File: config.mk
export PLATFORM = sky130hd
export DESIGN_NAME = note_token_parser
export DESIGN_NICKNAME = d
export VERILOG_FILES = /design/src/sv/ntp_pkg.sv /design/src/sv/ntp_parse.sv /design/src/sv/ntp_div.sv /design/src/sv/note_token_parser.sv
export VERILOG_INCLUDE_DIRS = /design/src /design/src/sv
export SDC_FILE = /design/constraint.sdc
export NUM_CORES = 1
export LEC_CHECK = 0
export ABC_AREA = 1
export BUFFER_PORTS_ARGS = -buffer_cell sky130_fd_sc_hd__buf_2
export CORE_MARGIN = 4
export CORE_UTILIZATION = 55
export DETAILED_ROUTE_END_ITERATION = 16
export PLACE_DENSITY = 0.75
export SLEW_MARGIN = 25
export SYNTH_ARGS = -nofsm -noshare
export SYNTH_HDL_FRONTEND = slang
export SYNTH_SLANG_ARGS = --single-unit
File: constraint.sdc
create_clock -name aclk -period 6.55 [get_ports aclk]
set_input_delay 0.3275 -clock aclk [delete_from_list [all_inputs] [get_ports aclk]]
set_output_delay 0.3275 -clock aclk [all_outputs]
set_load 0.05 [all_outputs]
File: src/sv/note_token_parser_macros.svh
// Assertion macros used by note_token_parser to check its own behaviour.
// Both macros expect signals named aclk and aresetn in the enclosing scope.
`ifndef NOTE_TOKEN_PARSER_MACROS_SVH
`define NOTE_TOKEN_PARSER_MACROS_SVH

// The consequent must hold in the same cycle as the antecedent.
`define NTP_ASSERT_NOW(lbl, ante, cons, msg) \
    lbl: assert property (@(posedge aclk) disable iff (!aresetn) (ante) |-> (cons)) \
        else $error(msg);

// The consequent must hold in the cycle after the antecedent.
`define NTP_ASSERT_NEXT(lbl, ante, cons, msg) \
    lbl: assert property (@(posedge aclk) disable iff (!aresetn) (ante) |=> (cons)) \
        else $error(msg);

`endif

File: src/sv/ntp_pkg.sv
package ntp_pkg;

    localparam int NOTE_VALUE_BITS = 16;
    localparam int CHAR_W          = 8;
    localparam int TEMPO_W         = 10;
    localparam int OCT_W           = 3;
    localparam int DIGIT_W         = 4;
    localparam int SHIFT_W         = 5;
    localparam int LETTER_W        = 3;
    localparam int BASE_W          = 15;
    localparam int PROD_W          = TEMPO_W + NOTE_VALUE_BITS;
    localparam int VALUE_ACC_W     = NOTE_VALUE_BITS + 4;
    localparam int DUR_W           = 24;
    localparam int CNT_W           = $clog2(DUR_W);
    localparam int FREQ_W          = 31;
    localparam int M_TDATA_W       = ((DUR_W + FREQ_W + 7) / 8) * 8;
    localparam int CFG_IDX_W       = 8;
    localparam int CFG_DATA_W      = 10;

    localparam logic [DUR_W-1:0]     DUR_CONST       = 24'd10560000;
    localparam logic [DUR_W-1:0]     DUR_MAX         = 24'd15840000;
    localparam logic [TEMPO_W-1:0]   TEMPO_RESET     = 10'd120;
    localparam logic [OCT_W-1:0]     OCTAVE_RESET    = 3'd0;
    localparam logic [BASE_W-1:0]    UNKNOWN_CENTIHZ = 15'd100;
    localparam logic [CFG_IDX_W-1:0] REG_TEMPO       = 8'd0;
    localparam logic [CFG_IDX_W-1:0] REG_BASE_OCTAVE = 8'd1;

    localparam logic [CHAR_W-1:0]    CH_SPACE        = 8'h20;
    localparam logic [CHAR_W-1:0]    CH_DOT          = 8'h2E;
    localparam logic [CHAR_W-1:0]    CH_SHARP        = 8'h23;
    localparam logic [CHAR_W-1:0]    CH_FLAT         = 8'h62;
    localparam logic [CHAR_W-1:0]    CH_ZERO         = 8'h30;
    localparam logic [CHAR_W-1:0]    CH_NINE         = 8'h39;

    typedef enum logic [1:0] {
        ACC_NATURAL,
        ACC_SHARP,
        ACC_FLAT
    } acc_t;

    typedef struct packed {
        logic [NOTE_VALUE_BITS-1:0] note_value;
        logic                       dotted;
        logic [BASE_W-1:0]          base_centihz;
        logic [SHIFT_W-1:0]         shift;
        logic                       known;
        logic                       error;
    } note_req_t;

    typedef struct packed {
        logic [DUR_W-1:0]  duration;
        logic [FREQ_W-1:0] freq;
        logic              known;
        logic              error;
    } note_res_t;

    function automatic logic [BASE_W-1:0] note_base(input logic [LETTER_W-1:0] idx,
                                                    input acc_t acc);
        logic [BASE_W-1:0] nat;
        logic [BASE_W-1:0] shp;
        logic [BASE_W-1:0] flt;
        case (idx)
            3'd0: begin
                nat = 15'd13080; shp = 15'd13860; flt = 15'd12350;
            end
            3'd1: begin
                nat = 15'd14685; shp = 15'd15555; flt = 15'd13860;
            end
            3'd2: begin
                nat = 15'd16480; shp = 15'd17460; flt = 15'd15555;
            end
            3'd3: begin
                nat = 15'd17460; shp = 15'd18500; flt = 15'd16480;
            end
            3'd4: begin
                nat = 15'd19600; shp = 15'd20765; flt = 15'd18500;
            end
            3'd5: begin
                nat = 15'd22000; shp = 15'd23310; flt = 15'd20765;
            end
            default: begin
                nat = 15'd24695; shp = 15'd26160; flt = 15'd23310;
            end
        endcase
        case (acc)
            ACC_SHARP: return shp;
            ACC_FLAT:  return flt;
            default:   return nat;
        endcase
    endfunction

    // Returns the hit flag above the letter index.
    function automatic logic [LETTER_W:0] letter_decode(input logic [CHAR_W-1:0] c);
        case (c)
            "C":     return {1'b1, 3'd0};
            "D":     return {1'b1, 3'd1};
            "E":     return {1'b1, 3'd2};
            "F":     return {1'b1, 3'd3};
            "G":     return {1'b1, 3'd4};
            "A":     return {1'b1, 3'd5};
            "H":     return {1'b1, 3'd6};
            "B":     return {1'b1, 3'd7};
            default: return {1'b0, 3'd0};
        endcase
    endfunction

endpackage

File: src/sv/ntp_parse.sv
module ntp_parse (
    input  logic                            aclk,
    input  logic                            aresetn,
    input  logic                            step,
    input  logic [ntp_pkg::CHAR_W-1:0]      char_code,
    input  logic                            line_break,
    input  logic [ntp_pkg::OCT_W-1:0]       base_octave,
    output logic                            emit,
    output ntp_pkg::note_req_t              req
);

    typedef enum logic [2:0] {
        PH_FIRST,
        PH_DIGITS,
        PH_LETTER,
        PH_ACCID,
        PH_OCTAVE,
        PH_SKIP
    } phase_t;

    phase_t                                 phase_reg, phase_next;
    logic [ntp_pkg::NOTE_VALUE_BITS-1:0]    value_reg, value_next;
    logic                                   dotted_reg, dotted_next;
    logic [ntp_pkg::BASE_W-1:0]             base_reg, base_next;
    logic [ntp_pkg::LETTER_W-1:0]           letter_reg, letter_next;
    logic                                   known_reg, known_next;
    logic                                   error_reg, error_next;

    logic                                   is_digit;
    logic [ntp_pkg::DIGIT_W-1:0]            digit;
    logic [ntp_pkg::LETTER_W:0]             letter_code;
    logic [ntp_pkg::VALUE_ACC_W-1:0]        value_acc;
    logic [ntp_pkg::NOTE_VALUE_BITS-1:0]    value_sat;
    logic [ntp_pkg::DIGIT_W-1:0]            emit_shift;
    logic                                   emit_bad;

    assign is_digit    = char_code inside {[ntp_pkg::CH_ZERO:ntp_pkg::CH_NINE]};
    assign digit       = ntp_pkg::DIGIT_W'(char_code - ntp_pkg::CH_ZERO);
    assign letter_code = ntp_pkg::letter_decode(char_code);
    assign value_acc   = (ntp_pkg::VALUE_ACC_W'(value_reg) << 3)
                         + (ntp_pkg::VALUE_ACC_W'(value_reg) << 1)
                         + ntp_pkg::VALUE_ACC_W'(digit);
    assign value_sat   = (value_acc > ntp_pkg::VALUE_ACC_W'({ntp_pkg::NOTE_VALUE_BITS{1'b1}}))
                         ? {ntp_pkg::NOTE_VALUE_BITS{1'b1}}
                         : value_acc[ntp_pkg::NOTE_VALUE_BITS-1:0];

    always_comb begin
        phase_next  = phase_reg;
        value_next  = value_reg;
        dotted_next = dotted_reg;
        base_next   = base_reg;
        letter_next = letter_reg;
        known_next  = known_reg;
        error_next  = error_reg;
        emit        = 1'b0;
        emit_shift  = '0;
        emit_bad    = 1'b0;
        if (step) begin
            if (line_break) begin
                phase_next = PH_FIRST;
                if (phase_reg == PH_ACCID || phase_reg == PH_OCTAVE) begin
                    emit = 1'b1;
                end
            end else begin
                case (phase_reg)
                    PH_DIGITS, PH_LETTER: begin
                        if (phase_reg == PH_DIGITS && is_digit) begin
                            value_next = value_sat;
                        end else if (phase_reg == PH_DIGITS
                                     && char_code == ntp_pkg::CH_DOT) begin
                            dotted_next = 1'b1;
                            phase_next  = PH_LETTER;
                        end else if (letter_code[ntp_pkg::LETTER_W]) begin
                            letter_next = letter_code[ntp_pkg::LETTER_W-1:0];
                            base_next   = ntp_pkg::note_base(
                                              letter_code[ntp_pkg::LETTER_W-1:0],
                                              ntp_pkg::ACC_NATURAL);
                            known_next  = 1'b1;
                            phase_next  = PH_ACCID;
                        end else begin
                            letter_next = '0;
                            base_next   = ntp_pkg::UNKNOWN_CENTIHZ;
                            known_next  = 1'b0;
                            phase_next  = PH_OCTAVE;
                        end
                    end
                    PH_ACCID, PH_OCTAVE: begin
                        if (phase_reg == PH_ACCID
                            && (char_code == ntp_pkg::CH_SHARP
                                || char_code == ntp_pkg::CH_FLAT)) begin
                            base_next  = ntp_pkg::note_base(letter_reg,
                                             (char_code == ntp_pkg::CH_SHARP)
                                             ? ntp_pkg::ACC_SHARP : ntp_pkg::ACC_FLAT);
                            phase_next = PH_OCTAVE;
                        end else begin
                            emit = 1'b1;
                            if (char_code == ntp_pkg::CH_SPACE) begin
                                phase_next = PH_FIRST;
                            end else if (is_digit) begin
                                emit_shift = digit;
                                phase_next = PH_SKIP;
                            end else begin
                                emit_bad   = 1'b1;
                                phase_next = PH_SKIP;
                            end
                        end
                    end
                    PH_SKIP: begin
                        phase_next = PH_FIRST;
                    end
                    default: begin
                        dotted_next = 1'b0;
                        known_next  = 1'b0;
                        base_next   = '0;
                        letter_next = '0;
                        value_next  = is_digit ? ntp_pkg::NOTE_VALUE_BITS'(digit) : '0;
                        error_next  = !is_digit;
                        phase_next  = PH_DIGITS;
                    end
                endcase
            end
        end
    end

    always_comb begin
        req.note_value   = value_reg;
        req.dotted       = dotted_reg;
        req.base_centihz = base_reg;
        req.shift        = ntp_pkg::SHIFT_W'(emit_shift)
                           + (known_reg ? ntp_pkg::SHIFT_W'(base_octave) : '0);
        req.known        = known_reg;
        req.error        = error_reg | emit_bad;
    end

    always_ff @(posedge aclk) begin
        if (!aresetn) begin
            phase_reg <= PH_FIRST;
        end else begin
            phase_reg <= phase_next;
        end
        value_reg  <= value_next;
        dotted_reg <= dotted_next;
        base_reg   <= base_next;
        letter_reg <= letter_next;
        known_reg  <= known_next;
        error_reg  <= error_next;
    end

endmodule

File: src/sv/ntp_div.sv
module ntp_div (
    input  logic                            aclk,
    input  logic                            aresetn,
    input  logic                            start,
    input  ntp_pkg::note_req_t              req,
    input  logic [ntp_pkg::TEMPO_W-1:0]     tempo,
    input  logic                            res_ready,
    output logic                            busy,
    output logic                            res_valid,
    output ntp_pkg::note_res_t              res
);

    typedef enum logic [2:0] {
        ST_IDLE,
        ST_MUL,
        ST_DIV,
        ST_FIX,
        ST_DONE
    } state_t;

    state_t                                 state_reg;
    logic [ntp_pkg::NOTE_VALUE_BITS-1:0]    value_reg;
    logic [ntp_pkg::TEMPO_W-1:0]            tempo_reg;
    logic                                   dotted_reg;
    logic [ntp_pkg::BASE_W-1:0]             base_reg;
    logic [ntp_pkg::SHIFT_W-1:0]            shift_reg;
    logic                                   known_reg;
    logic                                   error_reg;
    logic [ntp_pkg::PROD_W-1:0]             prod_reg;
    logic [ntp_pkg::PROD_W-1:0]             rem_reg;
    logic [ntp_pkg::DUR_W-1:0]              quot_reg;
    logic [ntp_pkg::CNT_W-1:0]              cnt_reg;
    logic [ntp_pkg::FREQ_W-1:0]             freq_reg;
    ntp_pkg::note_res_t                     res_reg;

    logic [ntp_pkg::PROD_W:0]               rem_shift;
    logic                                   fits;
    logic [ntp_pkg::PROD_W:0]               rem_step;
    logic                                   fix_error;

    // One restoring division step: bring down the next dividend bit and subtract if it fits.
    assign rem_shift = {rem_reg, ntp_pkg::DUR_CONST[cnt_reg]};
    assign fits      = rem_shift >= {1'b0, prod_reg};
    assign rem_step  = fits ? rem_shift - {1'b0, prod_reg} : rem_shift;
    assign fix_error = error_reg | (prod_reg == '0);

    always_ff @(posedge aclk) begin
        if (!aresetn) begin
            state_reg <= ST_IDLE;
        end else begin
            case (state_reg)
                ST_IDLE: begin
                    if (start) begin
                        state_reg <= ST_MUL;
                    end
                end
                ST_MUL: begin
                    state_reg <= ST_DIV;
                end
                ST_DIV: begin
                    if (cnt_reg == '0) begin
                        state_reg <= ST_FIX;
                    end
                end
                ST_FIX: begin
                    state_reg <= ST_DONE;
                end
                ST_DONE: begin
                    if (res_ready) begin
                        state_reg <= ST_IDLE;
                    end
                end
                default: begin
                    state_reg <= ST_IDLE;
                end
            endcase
        end

        case (state_reg)
            ST_IDLE: begin
                value_reg  <= req.note_value;
                tempo_reg  <= tempo;
                dotted_reg <= req.dotted;
                base_reg   <= req.base_centihz;
                shift_reg  <= req.shift;
                known_reg  <= req.known;
                error_reg  <= req.error;
            end
            ST_MUL: begin
                prod_reg <= ntp_pkg::PROD_W'(tempo_reg) * ntp_pkg::PROD_W'(value_reg);
                freq_reg <= ntp_pkg::FREQ_W'(base_reg) << shift_reg;
                rem_reg  <= '0;
                quot_reg <= '0;
                cnt_reg  <= ntp_pkg::CNT_W'(ntp_pkg::DUR_W - 1);
            end
            ST_DIV: begin
                rem_reg  <= rem_step[ntp_pkg::PROD_W-1:0];
                quot_reg <= {quot_reg[ntp_pkg::DUR_W-2:0], fits};
                cnt_reg  <= cnt_reg - 1'b1;
            end
            ST_FIX: begin
                res_reg.duration <= fix_error ? '0
                                  : (dotted_reg ? quot_reg + (quot_reg >> 1) : quot_reg);
                res_reg.freq     <= freq_reg;
                res_reg.known    <= known_reg;
                res_reg.error    <= fix_error;
            end
            default: begin
            end
        endcase
    end

    assign busy      = state_reg != ST_IDLE;
    assign res_valid = state_reg == ST_DONE;
    assign res       = res_reg;

endmodule

File: src/sv/note_token_parser.sv
// Channel   Direction  Payload
// s_        in         tdata: char_code; tuser: line_break
// m_        out        tdata: duration_samples, freq_centihz; tuser: note_known, parse_error
// cfg_      in         cfg_index selects tempo (0) or base_octave (1), cfg_data holds the value
//
// A character that completes no note is accepted whenever the divider is idle.
// A character that completes a note keeps s_tready low while the divider works
// (one multiply, 24 restoring subtract steps, one finishing step, one hand-over).
// The output register lets a finished note wait on m_tready while plain characters are taken.
// A note that finishes while that register is still full holds s_tready low until it drains.
// Reset is synchronous and active low; it restores tempo 120 and base octave 0.
`include "note_token_parser_macros.svh"

module note_token_parser (
    input  logic                                aclk,
    input  logic                                aresetn,
    input  logic                                s_tvalid,
    output logic                                s_tready,
    input  logic [ntp_pkg::CHAR_W-1:0]          s_tdata,   // char_code
    input  logic                                s_tuser,   // line_break
    output logic                                m_tvalid,
    input  logic                                m_tready,
    output logic [ntp_pkg::M_TDATA_W-1:0]       m_tdata,   // duration_samples, freq_centihz
    output logic [1:0]                          m_tuser,   // note_known, parse_error
    input  logic                                cfg_valid,
    output logic                                cfg_ready,
    input  logic [ntp_pkg::CFG_IDX_W-1:0]       cfg_index,
    input  logic [ntp_pkg::CFG_DATA_W-1:0]      cfg_data
);

    logic [ntp_pkg::TEMPO_W-1:0]        tempo_reg;
    logic [ntp_pkg::OCT_W-1:0]          base_octave_reg;
    logic                               m_tvalid_reg;
    logic [ntp_pkg::M_TDATA_W-1:0]      m_tdata_reg;
    logic [1:0]                         m_tuser_reg;

    logic                               step;
    logic                               start;
    logic                               div_busy;
    logic                               res_valid;
    logic                               out_free;
    logic                               load;
    ntp_pkg::note_req_t                 req;
    ntp_pkg::note_res_t                 res;

    assign cfg_ready = 1'b1;
    assign s_tready  = !div_busy;
    assign step      = s_tvalid && s_tready;
    assign out_free  = !m_tvalid_reg || m_tready;
    assign load      = res_valid && out_free;

    ntp_parse u_parse (
        .aclk        (aclk),
        .aresetn     (aresetn),
        .step        (step),
        .char_code   (s_tdata),
        .line_break  (s_tuser),
        .base_octave (base_octave_reg),
        .emit        (start),
        .req         (req)
    );

    ntp_div u_div (
        .aclk      (aclk),
        .aresetn   (aresetn),
        .start     (start),
        .req       (req),
        .tempo     (tempo_reg),
        .res_ready (out_free),
        .busy      (div_busy),
        .res_valid (res_valid),
        .res       (res)
    );

    always_ff @(posedge aclk) begin
        if (!aresetn) begin
            tempo_reg       <= ntp_pkg::TEMPO_RESET;
            base_octave_reg <= ntp_pkg::OCTAVE_RESET;
        end else if (cfg_valid && cfg_ready) begin
            case (cfg_index)
                ntp_pkg::REG_TEMPO: begin
                    tempo_reg <= cfg_data[ntp_pkg::TEMPO_W-1:0];
                end
                ntp_pkg::REG_BASE_OCTAVE: begin
                    base_octave_reg <= cfg_data[ntp_pkg::OCT_W-1:0];
                end
                default: begin
                end
            endcase
        end
    end

    always_ff @(posedge aclk) begin
        if (!aresetn) begin
            m_tvalid_reg <= 1'b0;
        end else if (load) begin
            m_tvalid_reg <= 1'b1;
        end else if (m_tready) begin
            m_tvalid_reg <= 1'b0;
        end
        if (load) begin
            m_tdata_reg <= ntp_pkg::M_TDATA_W'({res.freq, res.duration});
            m_tuser_reg <= {res.error, res.known};
        end
    end

    assign m_tvalid = m_tvalid_reg;
    assign m_tdata  = m_tdata_reg;
    assign m_tuser  = m_tuser_reg;

    `NTP_ASSERT_NOW(a_error_zero_duration, m_tvalid_reg && m_tuser_reg[1],
                    m_tdata_reg[ntp_pkg::DUR_W-1:0] == '0,
                    "flagged note carries a nonzero duration")
    `NTP_ASSERT_NOW(a_duration_bound, m_tvalid_reg,
                    m_tdata_reg[ntp_pkg::DUR_W-1:0] <= ntp_pkg::DUR_MAX,
                    "duration exceeds the dotted whole-note limit")
    `NTP_ASSERT_NEXT(a_busy_after_start, start, !s_tready,
                     "input accepted while the divider works on a note")

endmodule
==> metrics.txt <==
most numerous cell in the Yosys netlist=nand2_1; Final Instance Area=between 20000 and 30000 um^2; First-pass DRT Iterations=6; Cell Area, Placed=around 24000 um^2; slew margin rel.=between 30 and 40%; die area=46220 um^2; status=finished clean; routed vias=between 15k and 20k; Slew Viols, Final=0; Fill cells=around 3.6k; hold slack=69.16 ps; post-synthesis cell count=between 2k and 3k; hold path cells=3; Die Width=roughly 210 um; Routed Antenna Nets=0; final hold violations=0; largest net degree at the start of global routing=60; Warnings, synthesis=0; routability cong.=0.9414; Max Cap Viol=0; first-pass GRT wire length=approximately 90 mm; post_cts resized=0; initial drt markers=1271; critical path class=reg -> reg; synth unique cells=between 50 and 60; Seq/Total Area, Yosys=just over 40%; Largest register FFs=57; Synth top cells by count=nand2_1 (765), inv_1 (497), edfxtp_1 (312); mux contribution to synthesized area=less than 1%; vias in the first global route=18.43k; synthesis-to-layout area growth=8.618%; Achievable Freq=between 150 and 200 MHz; CTS Buf Count=37; routed wire length=around 54 mm; Yosys top cell area share=around two fifths; Tot GR Track Use=approximately 23%; Synth Area per Inst=approximately 8.4 um^2; Synth Register Bits=333; Post-Synth Adder-Cell Area=17.79%; Worst setup EP type=flip-flop; Max H-tree Level=2; initial antenna violation count=0; I/O Pins=93; worst-margin pin slew=between 900 and 1000 ps; worst reg2reg path depth=18; Post-Synth Simple-Gate Area=21.63%; hpwl dp=about 41 mm; Startpoint Class=flip-flop; Synth Net Count=3087; cell accounting for the most synthesized area=edfxtp_1; RSZ-0062 raised after global routing=no; routed len/inst=between 15 and 20 um; Post-CTS Setup Inserts=0; layout cells sized above 1=~7.3%; final setup vio count=0; share of the clock period used by the worst path=roughly 80%; Compound-Gate Fraction of Synth Area=slightly above 7%; vias per inst=5.346; CTS sink cnt=~330; Synth area leaders=edfxtp_1 (40%), nand2_1 (12%), fa_1 (9.8%), ha_1 (8.0%), inv_1 (7.9%); FP Rows=75; area of the multi-input gates=~12000 um^2; Top FF cell, synth=edfxtp_1; final worst path period need=roughly 5300 ps; XOR/XNOR share of the synthesized area=2.007%; total gr overflow=0; final net count=3149; CTS clk-pin slew, worst paths=~60 ps; worst hold path type=in -> reg; Final Core Density=between 60% and 70%; Worst Clk Skew=between 20 and 25 ps; diodes inserted=0; Mapped Area=around 24000 um^2; core footprint=42130 um^2; TritonCTS clock tree=built; Clk Latency, worst-skew pair=540 ps; FF/Latch Area=9789 um^2; Initial Utilization=55.93%; Required @ worst endpoint=just under 7000 ps; main combinational cell family by area after synthesis=simple AND/OR/NAND/NOR gates; DRC=0; Worst EP arrival=5610 ps; CP Max Fanout=16; PortBufs=90; Post-CTS Hold Buffers=0; CTS Buffer Depth=3; Post-synth EDFFs=312; share of async-settable or async-resettable flops after synthesis=0%; CTS root buffer=clkbuf_16; final setup TNS=0 ps; die height=~210 um
==> metrics by stage <==
step	instances	setup slack, ps
after floorplan	2789	1489
after CTS	3418	1249
final	3418	1235
after global placement	3351	1283
after global routing	3418	881.6
after detailed placement	3351	1239
==> final timing paths <==
kind	startpoint	to	slack [ps]
worst max register to register	u_div.tempo_reg[9]	u_div.prod_reg[23]	1230
worst min-delay path	cfg_data[6]	tempo_reg[6]	70
worst min register to register	u_div.freq_reg[9]	u_div.res[11]	400
worst max-delay path	u_div.tempo_reg[9]	u_div.prod_reg[23]	1230
==> critical path, stage by stage, from the launching register on <==
cell and delay [ps]:
edfxtp_1 720, nand2_1 160, fa_1 540, fa_1 540
inv_1 50, fa_1 450, fa_1 510, inv_1 50
fa_1 520, inv_1 40, ha_1 340, a21oi_1 250
o21ai_0 150, a21oi_1 130, o21ai_0 230, a21oi_1 230
inv_1 60, nand2_1 50, nand2_1 40
==> cells in the final DEF, fill, tap and decap left out, types with 15 or more instances in the layout <==
cell type  count
edfxtp_1     312
dfxtp_1       21
nor3_1        21
nand4_1       32
nand3_1      110
fa_1         115
xor2_1        24
inv_1        495
xnor2_1       30
ha_1         151
buf_2         90
a21oi_1      137
nor2_1       249
clkbuf_16     38
inv_2         15
nand2_1      763
o21ai_0      112
==> metal layers <==
metal | track usage, % | wire, um | vias to the layer above
li1 | - | - | 9015
met2 | 40.61 | 26140 | 518
met5 | 0 | 0 | -
met4 | 7.344 | 1493 | 0
met3 | 3.658 | 3045 | 108
met1 | 29.78 | 22890 | 8632
==> cell type report <==
type | count | area share, %
Timing Repair Buffer | 97 | 1.965
Clock inverter | 12 | 0.5231
Clock buffer | 55 | 4.082
Sequential cell | 333 | 38.25
Multi-Input combinational cell | 1864 | 44.94
Tap cell | 539 | 2.635
Inverter | 518 | 7.607
==> cell families (layout without fill, tap and decap cells) <==
family / Yosys count / after routing
DFF: 333 / 333
AOI/OAI and AO/OA: 309 / 309
other: 2 / 2
xor gates and xnor gates: 54 / 54
adders and majority gates: 266 / 266
buffers and inverters: 592 / 682
muxes: 2 / 2
and+or+nand+nor: 1231 / 1231
Power is not shown: default switching activity piles up to over one toggle a cycle in this logic, so the estimate is an artifact.
